--- src/tle_pkg.sv ---
// ----------------------------------------------------------------------------
// tle_pkg
// Character codes and result kinds shared by the terminal line editor.
// ----------------------------------------------------------------------------
package tle_pkg;

	typedef logic [7:0] char_t;
	typedef logic [2:0] kind_t;

	// control characters seen on the receive side
	localparam char_t CH_BS     = 8'h08;
	localparam char_t CH_DEL    = 8'h7f;
	localparam char_t CH_CTRL_W = 8'h17;
	localparam char_t CH_CTRL_U = 8'h15;
	localparam char_t CH_CR     = 8'h0d;
	localparam char_t CH_LF     = 8'h0a;
	localparam char_t CH_SPACE  = 8'h20;
	localparam char_t CH_TAB    = 8'h09;

	// result kinds
	localparam kind_t K_ECHO     = 3'd0;
	localparam kind_t K_BELL     = 3'd1;
	localparam kind_t K_ERASE    = 3'd2;
	localparam kind_t K_LINE_END = 3'd3;
	localparam kind_t K_READ     = 3'd4;
	localparam kind_t K_EMPTY    = 3'd5;
	localparam kind_t K_DROP     = 3'd6;

	// request codes on func
	localparam logic FUNC_RX   = 1'b0;
	localparam logic FUNC_READ = 1'b1;

	function automatic logic is_white(input char_t c);
		is_white = (c == CH_SPACE) || ((c >= CH_TAB) && (c <= CH_CR));
	endfunction

endpackage

--- src/terminal_line_editor_core.sv ---
// ----------------------------------------------------------------------------
// terminal_line_editor_core
// Terminal line editor: collects received bytes in a ring store, handles
// erase, word erase, line kill and carriage return, drains finished lines.
// ----------------------------------------------------------------------------
// Usage: the input channel (in_valid/in_ready) carries one request per beat:
// func 0 with a received byte in rx_byte, or func 1 to read one character of
// a completed line. Every request gives exactly one result beat on the
// output channel (out_valid/out_ready): kind, byte, erase count, line ready
// flag and fill level after the request.
// An accepted request passes to the done state, and its result is loaded into
// the output register from there; a read first passes the read state, which
// takes the registered store data. Word erase walks back through the store
// one character at a time, each step giving the address, then checking the
// registered data; it stops at a white-space character or when the line is
// empty.
// in_ready is high only while the sequencer is idle; a new request is taken
// while the previous result still waits in the output register, but its own
// result waits until that register is free. A stalled receiver thus holds
// at most one finished and one pending result.
// Reset clears the pointers, the fill count, the line flag and the output
// valid; the store itself is not cleared and needs no clearing pass.
// ----------------------------------------------------------------------------
module terminal_line_editor_core
	import tle_pkg::*;
#(
	parameter int DEPTH = 128
) (
	input  logic       clk,
	input  logic       arst_n,
	input  logic       in_valid,
	output logic       in_ready,
	input  logic       func,
	input  logic [7:0] rx_byte,
	output logic       out_valid,
	input  logic       out_ready,
	output logic [2:0] out_kind,
	output logic [7:0] out_byte,
	output logic [6:0] erase_count,
	output logic       line_ready,
	output logic [6:0] fill_level
);

	localparam int PTR_W = $clog2(DEPTH);

	localparam logic [PTR_W-1:0] LAST_IDX  = PTR_W'(DEPTH - 1);
	localparam logic [PTR_W-1:0] FULL_CNT  = PTR_W'(DEPTH - 2);

	localparam logic [2:0] ST_IDLE   = 3'd0;
	localparam logic [2:0] ST_RD     = 3'd1;
	localparam logic [2:0] ST_WE_RD  = 3'd2;
	localparam logic [2:0] ST_WE_CHK = 3'd3;
	localparam logic [2:0] ST_DONE   = 3'd4;

	logic [2:0]       state_q;
	logic [PTR_W-1:0] rp_q, wp_q, cnt_q;
	logic             lc_q;
	kind_t            res_kind_q;
	char_t            res_byte_q;
	logic [PTR_W-1:0] res_erased_q;

	char_t            mem [DEPTH];
	char_t            rd_data_q;
	logic             mem_we;
	logic [PTR_W-1:0] mem_addr;

	logic             out_valid_q;
	kind_t            out_kind_q;
	char_t            out_byte_q;
	logic [6:0]       erase_count_q;
	logic             line_ready_q;
	logic [6:0]       fill_level_q;

	logic [PTR_W-1:0] wp_next, wp_prev, rp_next;
	logic             accept;

	assign wp_next = (wp_q == LAST_IDX) ? '0 : wp_q + 1'b1;
	assign wp_prev = (wp_q == '0) ? LAST_IDX : wp_q - 1'b1;
	assign rp_next = (rp_q == LAST_IDX) ? '0 : rp_q + 1'b1;

	assign in_ready = (state_q == ST_IDLE);
	assign accept   = in_valid && in_ready;

	// store port: writes at the write pointer, reads either side of the line
	always_comb begin
		mem_we   = 1'b0;
		mem_addr = wp_q;
		if (accept && func == FUNC_RX && !lc_q) begin
			if (rx_byte == CH_CR) begin
				mem_we = 1'b1;
			end else if (rx_byte != CH_BS && rx_byte != CH_DEL &&
			             rx_byte != CH_CTRL_W && rx_byte != CH_CTRL_U &&
			             cnt_q < FULL_CNT) begin
				mem_we = 1'b1;
			end
		end else if (accept && func == FUNC_READ) begin
			mem_addr = rp_q;
		end else if (state_q == ST_WE_RD) begin
			mem_addr = wp_prev;
		end
	end

	always_ff @(posedge clk) begin
		if (mem_we) begin
			mem[mem_addr] <= (rx_byte == CH_CR) ? CH_LF : rx_byte;
		end
		rd_data_q <= mem[mem_addr];
	end

	always_ff @(posedge clk or negedge arst_n) begin
		if (!arst_n) begin
			state_q      <= ST_IDLE;
			rp_q         <= '0;
			wp_q         <= '0;
			cnt_q        <= '0;
			lc_q         <= 1'b0;
			res_kind_q   <= K_EMPTY;
			res_byte_q   <= '0;
			res_erased_q <= '0;
		end else begin
			case (state_q)
				ST_IDLE: begin
					if (accept) begin
						res_byte_q   <= '0;
						res_erased_q <= '0;
						state_q      <= ST_DONE;
						if (func == FUNC_READ) begin
							if (lc_q && cnt_q != '0) begin
								state_q <= ST_RD;
							end else begin
								res_kind_q <= K_EMPTY;
							end
						end else if (lc_q) begin
							res_kind_q <= K_DROP;
						end else if (rx_byte == CH_CR) begin
							wp_q       <= wp_next;
							cnt_q      <= cnt_q + 1'b1;
							lc_q       <= 1'b1;
							res_kind_q <= K_LINE_END;
						end else if (rx_byte == CH_BS || rx_byte == CH_DEL) begin
							if (cnt_q == '0) begin
								res_kind_q <= K_BELL;
							end else begin
								wp_q         <= wp_prev;
								cnt_q        <= cnt_q - 1'b1;
								res_erased_q <= PTR_W'(1);
								res_kind_q   <= K_ERASE;
							end
						end else if (rx_byte == CH_CTRL_W) begin
							res_kind_q <= K_ERASE;
							state_q    <= ST_WE_RD;
						end else if (rx_byte == CH_CTRL_U) begin
							// the line always spans read pointer to write pointer
							wp_q         <= rp_q;
							cnt_q        <= '0;
							res_erased_q <= cnt_q;
							res_kind_q   <= K_ERASE;
						end else if (cnt_q >= FULL_CNT) begin
							res_kind_q <= K_BELL;
						end else begin
							wp_q       <= wp_next;
							cnt_q      <= cnt_q + 1'b1;
							res_byte_q <= rx_byte;
							res_kind_q <= K_ECHO;
						end
					end
				end
				ST_RD: begin
					res_byte_q <= rd_data_q;
					res_kind_q <= K_READ;
					rp_q       <= rp_next;
					cnt_q      <= cnt_q - 1'b1;
					if (cnt_q == PTR_W'(1)) begin
						lc_q <= 1'b0;
					end
					state_q <= ST_DONE;
				end
				ST_WE_RD: begin
					// address of the last stored character goes out this cycle
					if (cnt_q == '0) begin
						state_q <= ST_DONE;
					end else begin
						state_q <= ST_WE_CHK;
					end
				end
				ST_WE_CHK: begin
					if (is_white(rd_data_q)) begin
						state_q <= ST_DONE;
					end else begin
						wp_q         <= wp_prev;
						cnt_q        <= cnt_q - 1'b1;
						res_erased_q <= res_erased_q + 1'b1;
						state_q      <= ST_WE_RD;
					end
				end
				ST_DONE: begin
					if (!out_valid_q || out_ready) begin
						state_q <= ST_IDLE;
					end
				end
				default: begin
					state_q <= ST_IDLE;
				end
			endcase
		end
	end

	// output register, loaded once the previous beat has left
	always_ff @(posedge clk or negedge arst_n) begin
		if (!arst_n) begin
			out_valid_q <= 1'b0;
		end else if (state_q == ST_DONE && (!out_valid_q || out_ready)) begin
			out_valid_q <= 1'b1;
		end else if (out_ready) begin
			out_valid_q <= 1'b0;
		end
	end

	always_ff @(posedge clk) begin
		if (state_q == ST_DONE && (!out_valid_q || out_ready)) begin
			out_kind_q    <= res_kind_q;
			out_byte_q    <= res_byte_q;
			erase_count_q <= 7'(res_erased_q);
			line_ready_q  <= lc_q;
			fill_level_q  <= 7'(cnt_q);
		end
	end

	assign out_valid   = out_valid_q;
	assign out_kind    = out_kind_q;
	assign out_byte    = out_byte_q;
	assign erase_count = erase_count_q;
	assign line_ready  = line_ready_q;
	assign fill_level  = fill_level_q;

endmodule
--- config.mk ---
export PLATFORM = sky130hd
export DESIGN_NAME = terminal_line_editor_core
export DESIGN_NICKNAME = d
export VERILOG_FILES = /design/src/tle_pkg.sv /design/src/terminal_line_editor_core.sv
export SDC_FILE = /design/constraint.sdc
export NUM_CORES = 1
export LEC_CHECK = 0
export ABC_AREA = 1
export BUFFER_PORTS_ARGS = -buffer_cell sky130_fd_sc_hd__clkbuf_2
export CORE_MARGIN = 1
export CORE_UTILIZATION = 57
export DETAILED_ROUTE_END_ITERATION = 8
export PLACE_DENSITY = 0.76
export SYNTH_ARGS = -nofsm -noshare
export SYNTH_HDL_FRONTEND = slang
export SYNTH_SLANG_ARGS = --single-unit
--- constraint.sdc ---
create_clock -name clk -period 3.2 [get_ports clk]
set_clock_uncertainty 0.15 [all_clocks]
set_input_delay 0.64 -clock clk [delete_from_list [all_inputs] [get_ports clk]]
set_output_delay 0.64 -clock clk [all_outputs]
set_load 0.03 [all_outputs]
# Word-level counts from Yosys, hierarchy flattened
# Memories as Yosys holds them, arrays and structs flattened. A register that Yosys moved wholly into a read port is not among the register bits.
# Index checks and enable logic that the tools add are counted.
# word_totals
regBits,70
output_inout_bits,28
n_memories,1
input_bits,13
ramBits,1024
# memory_table
name,words,width,read_ports,rd_clocked_by_memory_dff,wr,line_no,text
mem,128,8,1,1,1,terminal_line_editor_core.sv:62,char_t mem [DEPTH];
# op_classes
bitwise_logic,1
eq_ne,27
n_addsub,6
n_reduce_logical,31
magnitude_cmp,4
mux,83
# op_table
operator,count
$mux 7,34
$mux 8,9
$mux 3,16
$add 7x1->7 const B,4
$pmux 7 s2,2
$pmux 7 s3,1
$eq 8x4->1 const B,2
$eq 8x5->1 const B,2
$ne 8x5->1 const B,2
$pmux 8 s2,1
$reduce_and 8->1,2
$pmux 3 s5,1
$eq 7x7->1 const B,2
$logic_not 7->1,2
$mux 1,14
$sub 7x1->7 const B,2
$logic_and 1x1->1,11
$ne 2x2->1 const B,5
$eq 8x6->1 const B,1
$eq 8x7->1 const B,1
$ge 8x4->1 const B,1
$le 8x4->1 const B,1
$ne 4x4->1 const B,2
$ne 8x4->1 const B,1
other kinds (23),33

# Depth between registers and ports, before layout
# depth
depth_word,11
ltp_mapped,24
ltp_nobuf,22

# Worst setup path before layout
# No wires, ideal clock.
# synth_timing
path_kind,input to register
startpoint,in rx_byte[0]
endpoint,mem mem[0][2] (netlist name) (data pin)
arrival_ns,3.921
stages,5
setup_slack_ns,-1.673
setup_ns,0.802
path_cell_list,inv_1 -> nor2_1 -> inv_1 -> nor3_2 -> nor2_1
# synth_between
elab_chain_cells,2
# synth_lines
element,line_no,text
start: declaration,terminal_line_editor_core.sv:34,"input logic [7:0] rx_byte,"
$eq 8x4->1,terminal_line_editor_core.sv:105,mem[mem_addr] <= (rx_byte == CH_CR) ? CH_LF : rx_byte;
$mux 8,terminal_line_editor_core.sv:105,
end: declaration,terminal_line_editor_core.sv:62,
# Every way passes these cells.

# Final worst setup path
# layout_timing
startpoint,reg wp_q[0]
endpoint,mem mem[62][2] (netlist name) (enable)
# layout_between
elab_chain_cells,5
elab_cells_between_ends,6
cone_classes,1 x add/sub; 4 x mux; 1 x reduce/logical
# layout_lines
element,line_no,text
start: declaration,terminal_line_editor_core.sv:56,"logic [PTR_W-1:0] rp_q, wp_q, cnt_q;"
start signal: assignment,terminal_line_editor_core.sv:136,wp_q <= wp_next;
start signal: assignment,terminal_line_editor_core.sv:144,wp_q <= wp_prev;
start signal: assignment,terminal_line_editor_core.sv:154,wp_q <= rp_q;
$sub 7x1->7 / $logic_not 7->1 (equally long branches),terminal_line_editor_core.sv:78,assign wp_prev = (wp_q == '0) ? LAST_IDX : wp_q - 1'b1;
$mux 7,terminal_line_editor_core.sv:78,
$mux 7,terminal_line_editor_core.sv:98,end else if (state_q == ST_WE_RD) begin
$mux 7,terminal_line_editor_core.sv:96,end else if (accept && func == FUNC_READ) begin
$mux 7 *,terminal_line_editor_core.sv:88,if (accept && func == FUNC_RX && !lc_q) begin
# Every way passes the cells marked *; elsewhere a longest branch is shown, timed or not.

==> impl_metrics.env <==
export IMPL_status="completed"
export IMPL_vias=36560
export IMPL_rr_startpoint="wp_q[0]"
export IMPL_track_usage_pct=28.67
export IMPL_maxCapViolCount=0
export IMPL_layout_common_cells="2560 x nand2_1, 1050 x edfxtp_1, 428 x nand3_1"
export IMPL_avgSynthCellArea_um2=9.823
export IMPL_start_util_pct=57.79
export IMPL_grt_pass1_vias=34450
export IMPL_vias_per_cell=5.665
export IMPL_die_h_um=293.7
export IMPL_layout_drive_gt1_share_pct=13.18
export IMPL_syn2layout_area_growth_pct=17.65
export IMPL_path_clk_slew_ns=0.06
export IMPL_dp_hpwl_um=74330
export IMPL_synth_area_um2=48510
export IMPL_ys_warnings_count=0
export IMPL_slew_headroom_pct=23.35
export IMPL_synth_top_area_share_pct=64.99
export IMPL_cts_root_buf="clkbuf_16"
export IMPL_drt_wirelength_per_cell_um=19.95
export IMPL_cp_data_arrival_time_ns=3.37
export IMPL_drtIter0Drc=4781
export IMPL_boundaryPins=41
export IMPL_antenna_found_initial=0
export IMPL_core_area_um2=83950
export IMPL_cp_end_kind="register"
export IMPL_worst_slew_pin_slew_ns=1.150
export IMPL_critPathLaunchType="register"
export IMPL_synth_fp_nets=4961
export IMPL_die_area_um2=86280
export IMPL_grt_start_max_net_pins=130
export IMPL_min_period_ns=3.134
export IMPL_holdPathStages=2
export IMPL_power_leakage_nw=24.22
export IMPL_final_cell_area_um2=57080
export IMPL_critPathRequiredTime_ns=3.44
export IMPL_drt_total_wl_um=128800
export IMPL_ys_top_cells_by_area="edfxtp_1 65%, nand2_1 20%, nand3_1 4.4%, dfrtp_1 2.2%, nor2_1 2.1%"
export IMPL_grt_overflow_total=0
export IMPL_place_ws_ns=-0.1570
export IMPL_path_class="register to register"
export IMPL_synth_distinct_cells=48
export IMPL_setup_viol=0
export IMPL_ant_nets=0
export IMPL_worstPathCellList="inv_1 > ha_1 > inv_1 > nor2_1 > nand3_1 > buf_4 > nand2_1 > o211ai_1 > o21ai_4 > buf_4 > buf_4 > nand4_1 > buf_4 > buf_4 > nor2_1 > buf_4"
export IMPL_cts_buffers=111
export IMPL_fmax_mhz=319.1
export IMPL_hold_start="out_ready"
export IMPL_grt_setup_unrepaired="yes"
export IMPL_reg2reg_depth=16
export IMPL_yosysTopAreaCell="edfxtp_1"
export IMPL_regToRegSetupSlack_ns=0.07
export IMPL_final_common_cell="nand2_1"
export IMPL_synth_seq_cells=1102
export IMPL_postPlaceCellArea_um2=52420
export IMPL_drtPass1Iterations=5
export IMPL_synthFlopType="edfxtp_1"
export IMPL_cp_common_cell="buf_4"
export IMPL_layout_nets=5248
export IMPL_hold_path_class="input pin to register"
export IMPL_cts_sinks=1102
export IMPL_slowest_delay_ns=0.38
export IMPL_synthCells=4939
export IMPL_fin_ws_ns=0.06643
export IMPL_critPathMaxFanout=7
export IMPL_synth_edff_count=1050
export IMPL_fin_crit_sh_pct=97.92
export IMPL_clock_path_buffers=3
export IMPL_timing_setup_tns_ns=0
export IMPL_rows=106
export IMPL_cts_tree="yes"
export IMPL_hold_end="out_valid"
export IMPL_ir_drop_mv=0.5561
export IMPL_p_per_area_nw_per_um2=862.1
export IMPL_reg2reg_to="mem[62][2]"
export IMPL_slew_viol_final=0
export IMPL_drc=0
export IMPL_port_buffers=40
export IMPL_grt_pass1_wl_um=190500
export IMPL_gp_congestion=0.9439
export IMPL_clkLatencyLatePin_ns=0.67
export IMPL_seq_area_frac_synth_pct=67.60
export IMPL_die_x_um=293.7
export IMPL_synthArstFlopShare_pct=3.993
export IMPL_crit_slowest_cell="dfrtp_1"
export IMPL_htree_num_levels=3
export IMPL_hold_violations=0
-- area by class of cell --
type,count,area (um2)
sequential,1102,32790
fill,5959,26880
clock buffer,138,2983
inverter,81,324.1
multi-input combinational,3479,14370
timing repair buffer,451,4478
tap,1134,1419
clock inverter,68,708.2
antenna,1,2.502
-- per-layer routing --
layer | GRT usage (%) | wire (um)
met4 | 11.74 | 4776
met2 | 47.04 | 61610
met1 | 37.84 | 49020
met5 | 0 | 0
met3 | 5.242 | 13360
-- how the worst max path moves through the flow --
stage | start | end | depth (start not counted)
after detailed placement | func | mem[12][7] | 7
after CTS | wp_q[1] | mem[13][2] | 14
after global routing | wp_q[1] | rd_data_q[7] | 19
after global placement | func | mem[84][2] | 9
after floorplan | rx_byte[0] | mem[0][2] | 5
final | wp_q[0] | mem[62][2] | 16
-- flip-flops by register name, summed over array words and instances (netlist names) --
name,cells
res_byte_q,8
out_valid,1
cnt_q,7
rp_q,7
rd_data_q,8
line_ready,1
lc_q,1
res_kind_q,3
res_erased_q,7
state_q,3
wp_q,7
fill_level,7
out_kind,3
out_byte,8
mem,1024
erase_count,7
-- repair_timing --
| item | in CTS | in global routing |
|---|---|---|
| setup endpoints to repair | 156 | 975 |
| hold endpoints to repair | 20 | 0 |
| pin swaps | 0 | 14 |
| gates cloned | 0 | 16 |
| resized for setup | 9 | 93 |
| hold buffers | 1 | 0 |
| setup buffers | 2 | 24 |
-- power by group --
part | switching (mW) | total [mW] | leakage (nW) | internal (mW)
clock network | 5.42 | 13.1 | 1.82 | 7.72
logic | 12.8 | 19.4 | 12.3 | 6.56
registers | 0.357 | 16.7 | 10.1 | 16.3
total | 18.6 | 49.2 | 24.2 | 30.6
-- metrics by stage --
step	power (mW)	hold WS (ns)	instances	utilization, %
after global routing	51.58	0.03217	6453	67.98
final	49.20	0.02066	6454	67.99
after CTS	47.54	0.002099	6413	66.89
after floorplan	28.19	0.1944	4939	-
after detailed placement	34.40	0.2867	6204	62.44
after global placement	34.13	0.2835	6204	62.44
-- Yosys cell counts, types with 2 or more instances --
master	number
a211oi_1	3
a21oi_1	32
a221oi_1	2
a22oi_1	2
a31oi_1	4
buf_1	28
buf_2	156
buf_4	11
buf_6	5
clkbuf_1	78
dfrtp_1	42
dfstp_2	2
dfxtp_1	8
edfxtp_1	1050
ha_1	9
inv_1	73
inv_2	7
nand2_1	2582
nand2_2	3
nand3_1	428
nand4_1	21
nor2_1	273
nor2_2	3
nor3_1	17
nor4_1	3
o211ai_1	5
o21ai_0	51
o21ai_1	5
o21ai_2	2
o221ai_1	3
o22ai_1	5
or2_2	2
xnor2_1	2
xor2_1	8
-- cell families (layout without fill, tap and decap cells) --
| logic type | Yosys count | in the layout | synth area share, % |
|---|---|---|---|
| AND/OR/NAND/NOR | 3339 | 3340 | 27.24 |
| adder cells (fa/ha/maj) | 9 | 9 | 0.2321 |
| buffers and inverters | 359 | 738 | 3.342 |
| other | 0 | 1 | 0 |
| AO/OA/AOI/OAI | 120 | 120 | 1.411 |
| XOR/XNOR | 10 | 10 | 0.1805 |
| flip-flops | 1102 | 1102 | 67.60 |
-- critical path, delay by kind of cell (launching register included) --
family | cells | cell delay, ns
flip-flops | 1 | 0.38
AND/OR/NAND/NOR | 5 | 0.58
adder cells (fa/ha/maj) | 1 | 0.15
buffers and inverters | 8 | 1.23
AO/OA/AOI/OAI | 2 | 0.33
No activity file was read; power rests on OpenSTA's default activity.
